<file path="config.mk">
export PLATFORM = sky130hd
export DESIGN_NAME = linear_speed_ramp_generator_unit
export DESIGN_NICKNAME = d
export VERILOG_FILES = /design/src/hdl/lsrg_pkg.sv /design/src/hdl/lsrg_cfg.sv /design/src/hdl/lsrg_ramp.sv /design/src/hdl/linear_speed_ramp_generator_unit.sv
export SDC_FILE = /design/constraint.sdc
export NUM_CORES = 1
export LEC_CHECK = 0
export ABC_AREA = 1
export BUFFER_PORTS_ARGS = -buffer_cell sky130_fd_sc_hd__buf_2
export CORE_ASPECT_RATIO = 0.75
export CORE_MARGIN = 2
export CORE_UTILIZATION = 53
export DETAILED_ROUTE_END_ITERATION = 7
export PLACE_DENSITY = 0.71
export SYNTH_ARGS = -nofsm -noshare
export SYNTH_HDL_FRONTEND = slang
export SYNTH_SLANG_ARGS = --single-unit
</file>
<file path="constraint.sdc">
create_clock -name clk_i -period 15.2 [get_ports clk_i]
set_input_delay 1.52 -clock clk_i [delete_from_list [all_inputs] [get_ports clk_i]]
set_output_delay 1.52 -clock clk_i [all_outputs]
set_load 0.1 [all_outputs]
</file>
<file path="src/hdl/lsrg_pkg.sv">
// Shared types and constants for the linear speed ramp generator.
package lsrg_pkg;

  localparam int StepWidth = 16;
  localparam int AddrWidth = 3;
  localparam int DataWidth = 32;
  localparam int IdxWidth  = AddrWidth - 2;

  typedef logic [StepWidth-1:0] step_t;
  typedef logic [AddrWidth-1:0] addr_t;
  typedef logic [DataWidth-1:0] data_t;
  typedef logic [IdxWidth-1:0]  reg_idx_t;

  localparam step_t    StepReset    = 16'd256;
  localparam reg_idx_t RegAccelStep = 1'd0;

endpackage

</file>
<file path="src/hdl/lsrg_cfg.sv">
// APB-style register file holding the per-tick acceleration step.
module lsrg_cfg (
  input  logic           clk_i,
  input  logic           rst_ni,
  input  logic           psel,
  input  logic           penable,
  input  logic           pwrite,
  input  lsrg_pkg::addr_t paddr,
  input  lsrg_pkg::data_t pwdata,
  output lsrg_pkg::data_t prdata,
  output logic           pready,
  output lsrg_pkg::step_t step_o
);
  import lsrg_pkg::*;

  step_t    step_q;
  step_t    step_d;
  reg_idx_t idx;
  logic     wr_en;

  assign idx    = paddr[AddrWidth-1:2];
  assign pready = 1'b1;
  assign wr_en  = psel && penable && pwrite && pready && (idx == RegAccelStep);

  always_comb begin
    step_d = step_q;
    if (wr_en) begin
      step_d = pwdata[StepWidth-1:0];
    end
  end

  always_ff @(posedge clk_i or negedge rst_ni) begin
    if (!rst_ni) begin
      step_q <= StepReset;
    end else begin
      step_q <= step_d;
    end
  end

  always_comb begin
    prdata = '0;
    if (idx == RegAccelStep) begin
      prdata = {{(DataWidth - StepWidth){1'b0}}, step_q};
    end
  end

  assign step_o = step_q;
endmodule

</file>
<file path="src/hdl/lsrg_ramp.sv">
// Ramp state and single-pass setpoint update, one item per enabled cycle.
module lsrg_ramp #(
  parameter int SpeedWidth = 20,
  parameter int CountWidth = 16
) (
  input  logic                         clk_i,
  input  logic                         rst_ni,
  input  logic                         adv_i,
  input  logic signed [SpeedWidth-1:0] target_i,
  input  lsrg_pkg::step_t              step_i,
  output logic signed [SpeedWidth-1:0] speed_o,
  output logic                         done_o
);
  import lsrg_pkg::*;

  localparam int ProdWidth = CountWidth + StepWidth;
  localparam int CmpWidth  = (ProdWidth + 1 > SpeedWidth + 1) ? ProdWidth + 1 : SpeedWidth + 1;

  logic signed [SpeedWidth-1:0] start_q, start_d;
  logic signed [SpeedWidth-1:0] held_q, held_d;
  logic signed [SpeedWidth-1:0] cur_q, cur_d;
  logic [CountWidth-1:0]        cnt_q, cnt_d;
  logic                         done_q, done_d;

  logic                         retarget;
  logic signed [SpeedWidth-1:0] start0;
  logic [CountWidth-1:0]        cnt0;
  logic                         rising;
  logic [SpeedWidth:0]          s_ext, t_ext, dist_mag;
  logic [ProdWidth-1:0]         prod0;
  logic                         inc;
  logic [ProdWidth:0]           delta;
  logic [CmpWidth-1:0]          dist_c, prod_c, delta_c;
  logic [SpeedWidth:0]          moved;

  always_comb begin
    retarget = (target_i != held_q);
    start0   = retarget ? cur_q : start_q;
    cnt0     = retarget ? '0 : cnt_q;
    rising   = (start0 < target_i);
    s_ext    = {start0[SpeedWidth-1], start0};
    t_ext    = {target_i[SpeedWidth-1], target_i};
    dist_mag = rising ? (t_ext - s_ext) : (s_ext - t_ext);
    prod0    = ProdWidth'(cnt0) * ProdWidth'(step_i);
    inc      = (cnt0 != '1);
    delta    = {1'b0, prod0} + (inc ? (ProdWidth + 1)'(step_i) : '0);
    dist_c   = CmpWidth'(dist_mag);
    prod_c   = CmpWidth'(prod0);
    delta_c  = CmpWidth'(delta);
    moved    = rising ? (s_ext + delta_c[SpeedWidth:0]) : (s_ext - delta_c[SpeedWidth:0]);

    start_d = start_q;
    held_d  = held_q;
    cur_d   = cur_q;
    cnt_d   = cnt_q;
    done_d  = done_q;
    if (adv_i) begin
      held_d = target_i;
      start_d = start0;
      cnt_d = cnt0;
      if (prod_c >= dist_c) begin
        done_d  = 1'b1;
        start_d = target_i;
        cur_d   = target_i;
      end else begin
        cnt_d = cnt0 + {{(CountWidth - 1){1'b0}}, inc};
        if (delta_c >= dist_c) begin
          done_d  = 1'b1;
          start_d = target_i;
          cur_d   = target_i;
        end else begin
          done_d = 1'b0;
          cur_d  = moved[SpeedWidth-1:0];
        end
      end
    end
  end

  always_ff @(posedge clk_i or negedge rst_ni) begin
    if (!rst_ni) begin
      start_q <= '0;
      held_q  <= '0;
      cur_q   <= '0;
      cnt_q   <= '0;
      done_q  <= 1'b0;
    end else begin
      start_q <= start_d;
      held_q  <= held_d;
      cur_q   <= cur_d;
      cnt_q   <= cnt_d;
      done_q  <= done_d;
    end
  end

  assign speed_o = cur_q;
  assign done_o  = done_q;
endmodule

</file>
<file path="src/hdl/linear_speed_ramp_generator_unit.sv">
// Top level of the linear speed ramp generator.
// One beat on the input channel carries a target speed for one control tick;
// one beat on the output channel carries the ramped setpoint and a done flag.
// Both channels use valid and stall: a beat moves on a rising edge with valid
// high and stall low. The acceleration step per tick is written over the APB
// port at address 0 and may only be changed while the block is idle.
// An input beat is captured in an input register and the ramp update runs from
// it once the result register is free or not stalled, landing in the result
// register. One beat is taken every cycle while the receiver does not stall,
// as the ramp update is one pass of a single multiply and its compares.
// While the receiver stalls, the result register holds and the input register
// keeps one more beat; input stall rises only when both are full.
// Reset clears the ramp state to zero speed, empties both registers and loads
// the default step of 256 speed units per tick.
module linear_speed_ramp_generator_unit #(
  parameter int SPEED_WIDTH = 20,
  parameter int COUNT_WIDTH = 16
) (
  input  logic                          clk_i,
  input  logic                          rst_ni,
  input  logic                          in_valid_i,
  output logic                          in_stall_o,
  input  logic signed [SPEED_WIDTH-1:0] target_speed_i,
  output logic                          out_valid_o,
  input  logic                          out_stall_i,
  output logic signed [SPEED_WIDTH-1:0] ramp_speed_o,
  output logic                          ramp_done_o,
  input  logic                          psel,
  input  logic                          penable,
  input  logic                          pwrite,
  input  lsrg_pkg::addr_t               paddr,
  input  lsrg_pkg::data_t               pwdata,
  output lsrg_pkg::data_t               prdata,
  output logic                          pready
);
  import lsrg_pkg::*;

  step_t                         step;
  logic                          in_vld_q, in_vld_d;
  logic signed [SPEED_WIDTH-1:0] in_tgt_q, in_tgt_d;
  logic                          res_vld_q, res_vld_d;
  logic                          adv;

  lsrg_cfg u_cfg (
    .clk_i   (clk_i),
    .rst_ni  (rst_ni),
    .psel    (psel),
    .penable (penable),
    .pwrite  (pwrite),
    .paddr   (paddr),
    .pwdata  (pwdata),
    .prdata  (prdata),
    .pready  (pready),
    .step_o  (step)
  );

  lsrg_ramp #(
    .SpeedWidth (SPEED_WIDTH),
    .CountWidth (COUNT_WIDTH)
  ) u_ramp (
    .clk_i    (clk_i),
    .rst_ni   (rst_ni),
    .adv_i    (adv),
    .target_i (in_tgt_q),
    .step_i   (step),
    .speed_o  (ramp_speed_o),
    .done_o   (ramp_done_o)
  );

  assign adv        = in_vld_q && (!res_vld_q || !out_stall_i);
  assign in_stall_o = in_vld_q && !adv;

  always_comb begin
    in_vld_d  = in_vld_q;
    in_tgt_d  = in_tgt_q;
    res_vld_d = res_vld_q;
    if (!in_stall_o) begin
      in_vld_d = in_valid_i;
      in_tgt_d = target_speed_i;
    end
    if (adv) begin
      res_vld_d = 1'b1;
    end else if (!out_stall_i) begin
      res_vld_d = 1'b0;
    end
  end

  always_ff @(posedge clk_i or negedge rst_ni) begin
    if (!rst_ni) begin
      in_vld_q  <= 1'b0;
      res_vld_q <= 1'b0;
    end else begin
      in_vld_q  <= in_vld_d;
      res_vld_q <= res_vld_d;
    end
  end

  always_ff @(posedge clk_i) begin
    in_tgt_q <= in_tgt_d;
  end

  assign out_valid_o = res_vld_q;
endmodule

</file>
==> results of run 1 <==
-- area by class of cell --
type,count,area share (%)
inverter,538,9.17
timing repair buffer,104,2.66
multi-input combinational,2235,69.1
tap,512,2.91
clock buffer,17,1.93
clock inverter,15,0.710
sequential,115,13.5
-- cell usage after synthesis, types with 16 or more instances --
master	n
nor3_1	27
xnor2_1	24
ha_1	225
nand2_1	799
nand4_1	32
nand2_2	21
or2_0	16
nor2_2	20
o21ai_0	97
buf_4	21
xor2_1	71
fa_1	198
a21oi_1	143
inv_1	501
edfxtp_1	20
nand3_1	127
clkbuf_1	56
nor2_1	311
dfrtp_1	94
inv_2	31
-- worst min-delay path by stage --
stage / from / end / slack (ns) / cells after the start
6_report: u_ramp.start_q[7] / u_ramp.start_q[7] / 0.48 / 2
5_1_grt: u_ramp.cnt_q[13] / u_ramp.cnt_q[13] / 0.50 / 2
3_5_place_dp: u_ramp.start_q[7] / u_ramp.start_q[7] / 0.46 / 2
4_1_cts: u_ramp.start_q[7] / u_ramp.start_q[7] / 0.48 / 2
3_3_place_gp: u_ramp.start_q[4] / u_ramp.start_q[4] / 0.46 / 2
2_1_floorplan: u_ramp.start_q[0] / u_ramp.start_q[0] / 0.44 / 2
-- where the power goes --
part | switching, mW | internal, mW | leakage, nW
Clock | 0.185 | 0.242 | 0.274
Sequential | 0.0907 | 0.392 | 1.37
Combinational | 1.57 | 0.722 | 10.6
Total | 1.84 | 1.36 | 12.3
-- per-stage QoR --
stage          utilization, %  setup WS (ns)  std cells  hold WS [ns]  cell area, µm²
6_report                 57.5           2.22       3536         0.476           22000
5_1_grt                  57.5           1.75       3536         0.504           22000
4_1_cts                  57.4           2.78       3535         0.476           22000
3_5_place_dp             55.9           2.83       3503         0.459           21400
3_3_place_gp             55.9           2.94       3503         0.456           21400
2_1_floorplan               -           5.89       2976         0.442           20600
-- state kept, by name (all words and copies together), names as in the netlist --
signal	cells
u_ramp.done_o	1
u_ramp.start_q	20
in_tgt_q	20
u_ramp.speed_o	20
u_cfg.step_o	16
in_vld_q	1
out_valid_o	1
u_ramp.held_q	20
u_ramp.cnt_q	16
-- routing by layer --
layer | vias up | part of all wire [%] | global-route usage, %
met3 | 83 | 13 | 12.9
met2 | 978 | 39 | 46.2
li1 | 9229 | - | -
met4 | 0 | 1.4 | 5.69
met1 | 9379 | 47 | 50.9
met5 | - | 0 | 0
-- cells by family (layout without fill, tap and decap cells) --
kind of cell	after synthesis	count (layout)	share of synthesized area, %
other cells	2	17	0.0365
simple gates	1399	1399	28.6
compound gates	294	294	7.68
mux	7	7	0.340
xor+xnor	95	95	4.04
flops	115	115	14.5
buf+inv	626	674	11.9
fa+ha+maj	423	423	32.9
-- worst max-delay path: cells and delay by family, from the launching register on --
kind            cells  cell delay (ns)
simple gates       29             6.05
fa+ha+maj           9             3.93
buf+inv            10             1.82
flops               1             0.51
compound gates      2             0.36
xor+xnor            1             0.19
==> impl_metrics.csv, run 1 <==
group,metric,value,unit
logic_synthesis,synth_cell_types,57,
placed_design,port_buffers,82,
drt,drt_drc_violations_left,0,
placed_design,place_congestion,0.971,
drt,dr.pass1.iters,6,
floorplanning,std_cell_rows,62,
clocking,cts_tree,"done",
drt,route.final.wire_length,66100,µm
logic_synthesis,yosysWarnings,0,
sta,final_min_period_over_clock_period,85.4,%
floorplanning,die_x,232,µm
finish,final_cell_mix,"798 x nand2_1, 500 x inv_1, 311 x nor2_1, 225 x ha_1, 198 x fa_1",
finish,final_common_cell,"nand2_1",
logic_synthesis,synth_edf_count,20,
pwr,p_total,3.20,mW
pwr,power.static_leakage,12.3,nW
sta,tightestPinTransition,1.02,ns
finish,area_used_by_sequential_logic_in_the_layout,2980,µm²
clocking,clockRootBuffer,"clkbuf_16",
clocking,cts_sinks,115,
logic_synthesis,synth.ff_latch_count,115,
critical_path,max_stage_delay,0.60,ns
drt,detail_route.vias_per_cell,5.56,
drt,postRouteAntennaNets,0,
clocking,post-cts-setup-buffers,0,
critical_path,crit_arrival,13.38,ns
placed_design,dp_hpwl,53600,µm
critical_path,end_point_of_the_critical_path,"u_ramp.speed_o[0]",
global_routing,grt_pass1_wl,105000,µm
critical_path,critical_path.most_common_cell,"nand2_1",
sta,fmax,77.0,MHz
global_routing,gr-total-overflow,0,
critical_path,reg2reg_from,"in_tgt_q[1]",
logic_synthesis,synth-main-ff-cell,"dfrtp_1",
critical_path,slowest_cell_on_crit_path,"nor2_2",
floorplanning,io-pin-count,118,
pwr,irDropWorstVdd,102,µV
critical_path,setup.worst_path.start_class,"flop",
sta,fin_skew,0.0187,ns
finish,layout-area-overhead-vs-synth,6.95,%
critical_path,timing.rr.end,"u_ramp.speed_o[0]",
drt,wl_per_cell,18.7,µm
critical_path,worst-endpoint-required,15.60,ns
finish,insertedDiodeCount,0,
finish,design.final.nets,3496,
clocking,cts_hold_repair.buffers,0,
min_path,hold_class,"reg -> reg",
clocking,clkTransAtPathRegs,0.07,ns
critical_path,crit_type,"reg -> reg",
clocking,clk_path_buf_depth,2,
sta,unrepaired_setup_endpoints_after_global_routing,"false",
drt,routed-via-count,19700,
critical_path,timing.critical_path.from,"in_tgt_q[1]",
sta,finalSetupViolCount,0,
critical_path,critPathMaxFanout,22,
logic_synthesis,synthDominantCellAreaShare,19.3,%
outcome,status,"complete, no violations",
floorplanning,die-area,40500,µm²
global_routing,number_of_antenna_violations_at_the_first_check_in_global_routing,0,
floorplanning,die_height,175,µm
global_routing,pin_count_of_the_biggest_net_entering_global_routing,65,
sta,setup_total_negative_slack,0,ns
critical_path,cp-end-kind,"flop",
critical_path,reg2regPathDepth,51,
clocking,cts-resized-gates,0,
critical_path,rrSetupSlack,2.22,ns
sta,slew_headroom,32.1,%
clocking,numCtsBuffers,17,
logic_synthesis,syn_area_per_cell,6.95,µm²
sta,fin_crit,12.98,ns
sta,report.final.slew_viol_count,0,
logic_synthesis,synthDominantAreaCellType,"fa_1",
sta,hold_vio_cnt_final,0,
global_routing,number_of_global_route_vias_before_repair,19000,
clocking,cts_htree_levels,4,
logic_synthesis,post_synthesis_instance_total,2961,
logic_synthesis,yosys-top-cells-area,"fa_1 19%, nand2_1 15%, ha_1 14%",
floorplanning,core,38300,µm²
run,cap_violations,0,
finish,final_layout_size_suffix_gt1_share,8.00,%
logic_synthesis,syn-cell-area,20600,µm²
drt,drt_first_iter_violations,2097,
global_routing,global_router_s_overall_resource_usage,33.9,%
logic_synthesis,part_of_the_yosys_area_used_for_sequential_elements,14.5,%
clocking,clkLatencyLatePin,0.46,ns
finish,multi_input_area,15200,µm²
pwr,pwr_density_cell,145,nW/µm²
floorplanning,starting_utilization_of_the_core_area,53.7,%
finish,nFillCells,3675,
logic_synthesis,asyncSetResetFlopFracSynth,82.6,%
(Power assumes the default switching activity.)
==> run 2: changes to the inputs <==
CORE_UTILIZATION = 45   (was 53)
PLACE_DENSITY = default   (was 0.71)
==> impl_metrics.csv, run 2 (same netlist as run 1, synthesis figures left out) <==
group,metric,value,unit
sta,unrepaired_setup_endpoints_after_global_routing,"false",
sta,tightestPinTransition,1.09,ns
drt,drt_first_iter_violations,1982,
critical_path,max_stage_delay,0.63,ns
floorplanning,starting_utilization_of_the_core_area,45.8,%
drt,routed-via-count,19300,
critical_path,crit_arrival,12.56,ns
floorplanning,die-area,47500,µm²
pwr,p_total,3.18,mW
critical_path,rrSetupSlack,3.04,ns
critical_path,timing.rr.end,"u_ramp.speed_o[12]",
min_path,hold_class,"reg -> reg",
finish,final_cell_mix,"798 x nand2_1, 500 x inv_1, 311 x nor2_1, 225 x ha_1, 198 x fa_1",
critical_path,critical_path.most_common_cell,"nand2_1",
global_routing,gr-total-overflow,0,
drt,postRouteAntennaNets,0,
finish,nFillCells,4530,
clocking,cts_tree,"done",
clocking,cts_hold_repair.buffers,0,
floorplanning,core,44900,µm²
placed_design,port_buffers,82,
pwr,pwr_density_cell,144,nW/µm²
global_routing,pin_count_of_the_biggest_net_entering_global_routing,81,
drt,wl_per_cell,18.6,µm
min_path,hold_depth,2,
global_routing,number_of_antenna_violations_at_the_first_check_in_global_routing,1,
placed_design,dp_hpwl,54800,µm
finish,layout-area-overhead-vs-synth,7.44,%
critical_path,reg2reg_from,"in_tgt_q[1]",
sta,fmax,82.2,MHz
clocking,clkTransAtPathRegs,0.06,ns
placed_design,place_congestion,0.964,
clocking,numCtsBuffers,17,
pwr,irDropWorstVdd,92.4,µV
critical_path,crit_type,"reg -> reg",
sta,report.final.slew_viol_count,0,
min_path,worstHoldEndpoint,"u_ramp.start_q[8]",
finish,final_instance_count_without_filler_cells,3614,
drt,route.final.wire_length,67300,µm
critical_path,slowest_cell_on_crit_path,"clkinv_1",
sta,final_min_period_over_clock_period,80.0,%
critical_path,cp-end-kind,"flop",
floorplanning,die_height,189,µm
finish,final_layout_size_suffix_gt1_share,8.12,%
critical_path,reg2regPathDepth,50,
clocking,clkLatencyLatePin,0.47,ns
min_path,hold_path.startpoint,"u_ramp.start_q[8]",
drt,detail_route.vias_per_cell,5.33,
floorplanning,std_cell_rows,67,
critical_path,critPathMaxFanout,22,
sta,fin_crit,12.16,ns
sta,finalSetupViolCount,0,
clocking,cts_htree_levels,4,
placed_design,placedCellCount,3581,
finish,final_common_cell,"nand2_1",
clocking,cts_sinks,115,
floorplanning,io-pin-count,118,
floorplanning,die_x,251,µm
clocking,clk_path_buf_depth,2,
drt,dr.pass1.iters,6,
run,cap_violations,0,
sta,setup_total_negative_slack,0,ns
sta,fin_skew,0.0229,ns
outcome,status,"complete, no violations",
global_routing,grt_pass1_wl,108000,µm
finish,insertedDiodeCount,0,
finish,post-route-cell-area,22100,µm²
finish,design.final.nets,3500,
drt,drt_drc_violations_left,0,
pwr,power.static_leakage,12.3,nW
global_routing,number_of_global_route_vias_before_repair,18800,
sta,slew_headroom,27.5,%
placed_design,post_dp_cell_area,21500,µm²
critical_path,setup.worst_path.start_class,"flop",
clocking,clockRootBuffer,"clkbuf_16",
clocking,post-cts-setup-buffers,0,
critical_path,worst-endpoint-required,15.60,ns
sta,hold_vio_cnt_final,0,
clocking,cts-resized-gates,0,
global_routing,global_router_s_overall_resource_usage,29.5,%
run 2: cell types whose count changed in the layout (fill, tap and decap cells not counted), sizes merged:
cell	change
buf	+4
bufinv	-1
clkbuf	+1
clkinv	+1
inv	-1
run 2: power breakdown:
group / leakage (nW) / internal (mW) / switching, mW / total [mW]
Sequential: 1.37 / 0.392 / 0.0914 / 0.483
Combinational: 10.7 / 0.724 / 1.56 / 2.29
Clock: 0.263 / 0.226 / 0.186 / 0.413
run 2: critical path, delay by kind of cell (launching register included):
kind | cells | cell delay, ns
AND/OR/NAND/NOR | 29 | 5.56
adder cells (fa/ha/maj) | 9 | 3.92
buffers and inverters | 9 | 1.45
flip-flops | 1 | 0.51
AO/OA/AOI/OAI | 2 | 0.36
XOR/XNOR | 1 | 0.22
run 2: cell type report:
class / count / area (µm²) / share of cell area (%)
tap: 586 / 733 / 3.31
sequential: 115 / 2980 / 13.5
clock inverter: 14 / 131 / 0.594
timing repair buffer: 108 / 616 / 2.78
multi-input combinational: 2235 / 15200 / 68.8
inverter: 538 / 2020 / 9.13
clock buffer: 18 / 429 / 1.94
run 2: how the worst max path moves through the flow:
stage                startpoint            endpoint  slack (ns)  depth (start not counted)
floorplan           in_tgt_q[1]  u_ramp.speed_o[19]        5.89                         51
CTS                 in_tgt_q[1]  u_ramp.speed_o[12]        3.41                         50
detailed placement  in_tgt_q[1]  u_ramp.speed_o[12]        3.46                         50
finish              in_tgt_q[1]  u_ramp.speed_o[12]        3.04                         50
global route        in_tgt_q[1]  u_ramp.start_q[12]        2.40                         50
global placement    in_tgt_q[1]  u_ramp.speed_o[19]        3.50                         53
run 2: routing by layer:
layer	vias up	share of wire (%)	GRT usage (%)
met5	-	0	0
li1	9224	-	-
met4	0	1.1	5.20
met1	9238	50	46.3
met2	726	38	39.6
met3	63	10	8.72
run 2: stage by stage:
step | setup slack [ns] | hold WS (ns) | utilization (%)
2_1_floorplan | 5.89 | 0.442 | -
3_3_place_gp | 3.50 | 0.457 | 48.0
3_5_place_dp | 3.46 | 0.460 | 48.0
4_1_cts | 3.41 | 0.480 | 49.2
5_1_grt | 2.40 | 0.499 | 49.2
6_report | 3.04 | 0.476 | 49.2
==> run 3: changes to the inputs <==
ABC_AREA = 0   (was 1)
clock period = 10.59 ns   (was 15.2 ns; I/O delays follow)
==> impl_metrics.csv, run 3 <==
group,metric,value,unit
drt,drt_first_iter_violations,1349,
global_routing,gr-total-overflow,0,
logic_synthesis,synthDominantCellAreaShare,20.7,%
sta,fin_skew,0.0201,ns
run,cap_violations,0,
clocking,cts_tree,"done",
finish,layout-area-overhead-vs-synth,10.1,%
pwr,power.switching_fraction,53.6,%
logic_synthesis,synth.ff_latch_count,115,
floorplanning,std_cell_rows,65,
sta,fin_crit,10.16,ns
placed_design,post_dp_cell_area,20200,µm²
global_routing,pin_count_of_the_biggest_net_entering_global_routing,71,
outcome,status,"complete, no violations",
global_routing,grt_pass1_wl,88700,µm
critical_path,max_stage_delay,0.62,ns
clocking,clkLatencyLatePin,0.46,ns
critical_path,crit_type,"reg -> reg",
clocking,clkTransAtPathRegs,0.06,ns
critical_path,critical_path.most_common_cell,"fa_1",
clocking,cts_htree_levels,4,
clocking,cts_hold_repair.buffers,0,
logic_synthesis,asyncSetResetFlopFracSynth,82.6,%
drt,route.final.wire_length,54800,µm
pwr,power_frac_seq,17.7,%
logic_synthesis,part_of_the_yosys_area_used_for_sequential_elements,15.6,%
critical_path,slowest_cell_on_crit_path,"fa_1",
critical_path,setup.worst_path.start_class,"flop",
pwr,comb_power_share,68.8,%
placed_design,place_congestion,0.891,
drt,routed-via-count,16000,
drt,detail_route.vias_per_cell,5.62,
logic_synthesis,post_synthesis_instance_total,2195,
critical_path,reg2regPathDepth,37,
placed_design,placedCellCount,2797,
floorplanning,die-area,44200,µm²
sta,worst_setup_slack_final,0.434,ns
drt,wl_per_cell,19.2,µm
floorplanning,starting_utilization_of_the_core_area,45.6,%
clocking,numCtsBuffers,17,
logic_synthesis,synthTopCellsByCount,"306 x inv_1, 270 x nand2_1, 225 x ha_1",
finish,final_layout_size_suffix_gt1_share,11.9,%
finish,insertedDiodeCount,0,
drt,dr.pass1.iters,6,
floorplanning,core,42000,µm²
finish,final_cell_mix,"306 x inv_1, 269 x nand2_1, 225 x ha_1, 198 x fa_1, 123 x and3_1",
sta,tightestPinTransition,1.14,ns
pwr,clock_share_of_power,13.5,%
placed_design,dpl_worst_slack,0.154,ns
global_routing,number_of_global_route_vias_before_repair,16100,
logic_synthesis,yosys-top-cells-area,"fa_1 21%, ha_1 15%, dfrtp_1 12%",
floorplanning,die_x,242,µm
placed_design,port_buffers,82,
sta,fmax,98.5,MHz
sta,final_min_period_over_clock_period,95.9,%
logic_synthesis,synthDominantAreaCellType,"fa_1",
sta,hold_vio_cnt_final,0,
clocking,cts_sinks,115,
critical_path,cp-end-kind,"flop",
critical_path,critPathMaxFanout,40,
sta,worst_hold_slack,0.489,ns
finish,final_instance_count_without_filler_cells,2845,
clocking,clk_path_buf_depth,2,
floorplanning,io-pin-count,118,
floorplanning,die_height,183,µm
min_path,hold_depth,2,
critical_path,crit_arrival,10.51,ns
global_routing,number_of_antenna_violations_at_the_first_check_in_global_routing,0,
sta,setup_total_negative_slack,0,ns
sta,report.final.slew_viol_count,0,
sta,slew_headroom,24.0,%
pwr,pwr_density_cell,197,nW/µm²
finish,final_common_cell,"inv_1",
finish,post-route-cell-area,21100,µm²
placed_design,dp_hpwl,42700,µm
drt,postRouteAntennaNets,0,
finish,design.final.nets,2748,
logic_synthesis,yosysWarnings,0,
logic_synthesis,synth_cell_types,80,
sta,finalSetupViolCount,0,
min_path,hold_class,"reg -> reg",
logic_synthesis,syn-cell-area,19100,µm²
logic_synthesis,synth_edf_count,20,
global_routing,global_router_s_overall_resource_usage,25.4,%
logic_synthesis,yosysMostFrequentCell,"inv_1",
logic_synthesis,syn_area_per_cell,8.71,µm²
pwr,power.static_leakage,11.0,nW
pwr,power.net_switching,2.23,mW
logic_synthesis,synth-main-ff-cell,"dfrtp_1",
clocking,clockRootBuffer,"clkbuf_16",
pwr,internal-power,1.93,mW
pwr,irDropWorstVdd,133,µV
critical_path,worst-endpoint-required,10.94,ns
drt,drt_drc_violations_left,0,
-- run 3: cell types whose count changed after synthesis, moves of 37 or more --
cell      delta
xnor2_1     +55
nand3_1     -96
and3_1     +123
inv_1      -195
nand2_1    -529
clkbuf_1    +37
a21oi_1     -66
nor2_1     -247
a21o_1      +44
-- run 3: power by group through the flow --
stage | logic, mW | clock network [mW] | registers (mW)
2_1_floorplan | 1.94 | 0 | 0.914
3_3_place_gp | 2.74 | 0 | 0.735
3_5_place_dp | 2.78 | 0 | 0.738
4_1_cts | 2.80 | 0.570 | 0.731
5_1_grt | 3.17 | 0.593 | 0.749
6_report | 2.86 | 0.562 | 0.736
-- run 3: routing by layer --
| metal | global-route usage [%] | up-vias | wire [µm] |
|---|---|---|---|
| li1 | - | 7456 | - |
| met1 | 37.3 | 7926 | 26000 |
| met2 | 39.6 | 545 | 24200 |
| met3 | 4.35 | 52 | 3850 |
| met4 | 4.64 | 0 | 770 |
| met5 | 0 | - | 0 |
-- run 3: layout make-up --
type,count,area (µm²)
inverters,306,1150
clock inverters,15,126
multi-input cells,1664,14600
fillers,4003,20900
repair buffers,159,1040
flip-flops and latches,115,2980
clock buffers,17,425
well taps,569,712
-- run 3: critical path, delay by kind of cell, from the launching register on --
| kind | cells | cell delay, ns |
|---|---|---|
| compound gates | 11 | 2.26 |
| flops | 1 | 0.42 |
| fa+ha+maj | 9 | 3.98 |
| xor+xnor | 3 | 0.58 |
| simple gates | 10 | 2.22 |
| buf+inv | 4 | 0.50 |
-- run 3: logic make-up after synthesis --
family / after synthesis / share of synthesized area (%)
AND/OR/NAND/NOR: 682 / 18.0
multiplexers: 46 / 2.54
flip-flops: 115 / 15.6
XOR/XNOR: 127 / 5.89
buffers and inverters: 431 / 9.12
adder cells (fa/ha/maj): 423 / 35.4
other: 2 / 0.0393
AO/OA/AOI/OAI: 369 / 13.4
-- run 3: what timing repair did --
item / in CTS / in global routing
setup buffers: 0 / 14
resized for setup: 0 / 35
setup endpoints to repair: 0 / 47
-- run 3: stage by stage --
stage                     power (mW)  util, %
after global placement          3.47     48.2
after floorplan                 2.86        -
final                           4.15     50.2
after CTS                       4.10     49.5
after detailed placement        3.52     48.2
after global routing            4.51     50.2
-- run 3: worst paths after layout --
path / startpoint / endpoint / slack [ns]
hold reg to reg: u_ramp.start_q[7] / u_ramp.start_q[7] / 0.49
max in group asynchronous: rst_ni / u_ramp.cnt_q[8] / 8.76
setup reg to reg: in_tgt_q[19] / u_ramp.start_q[8] / 0.43
hold / removal: u_ramp.start_q[7] / u_ramp.start_q[7] / 0.49
min in group asynchronous: rst_ni / u_ramp.speed_o[4] / 0.51
setup / recovery: in_tgt_q[19] / u_ramp.start_q[8] / 0.43
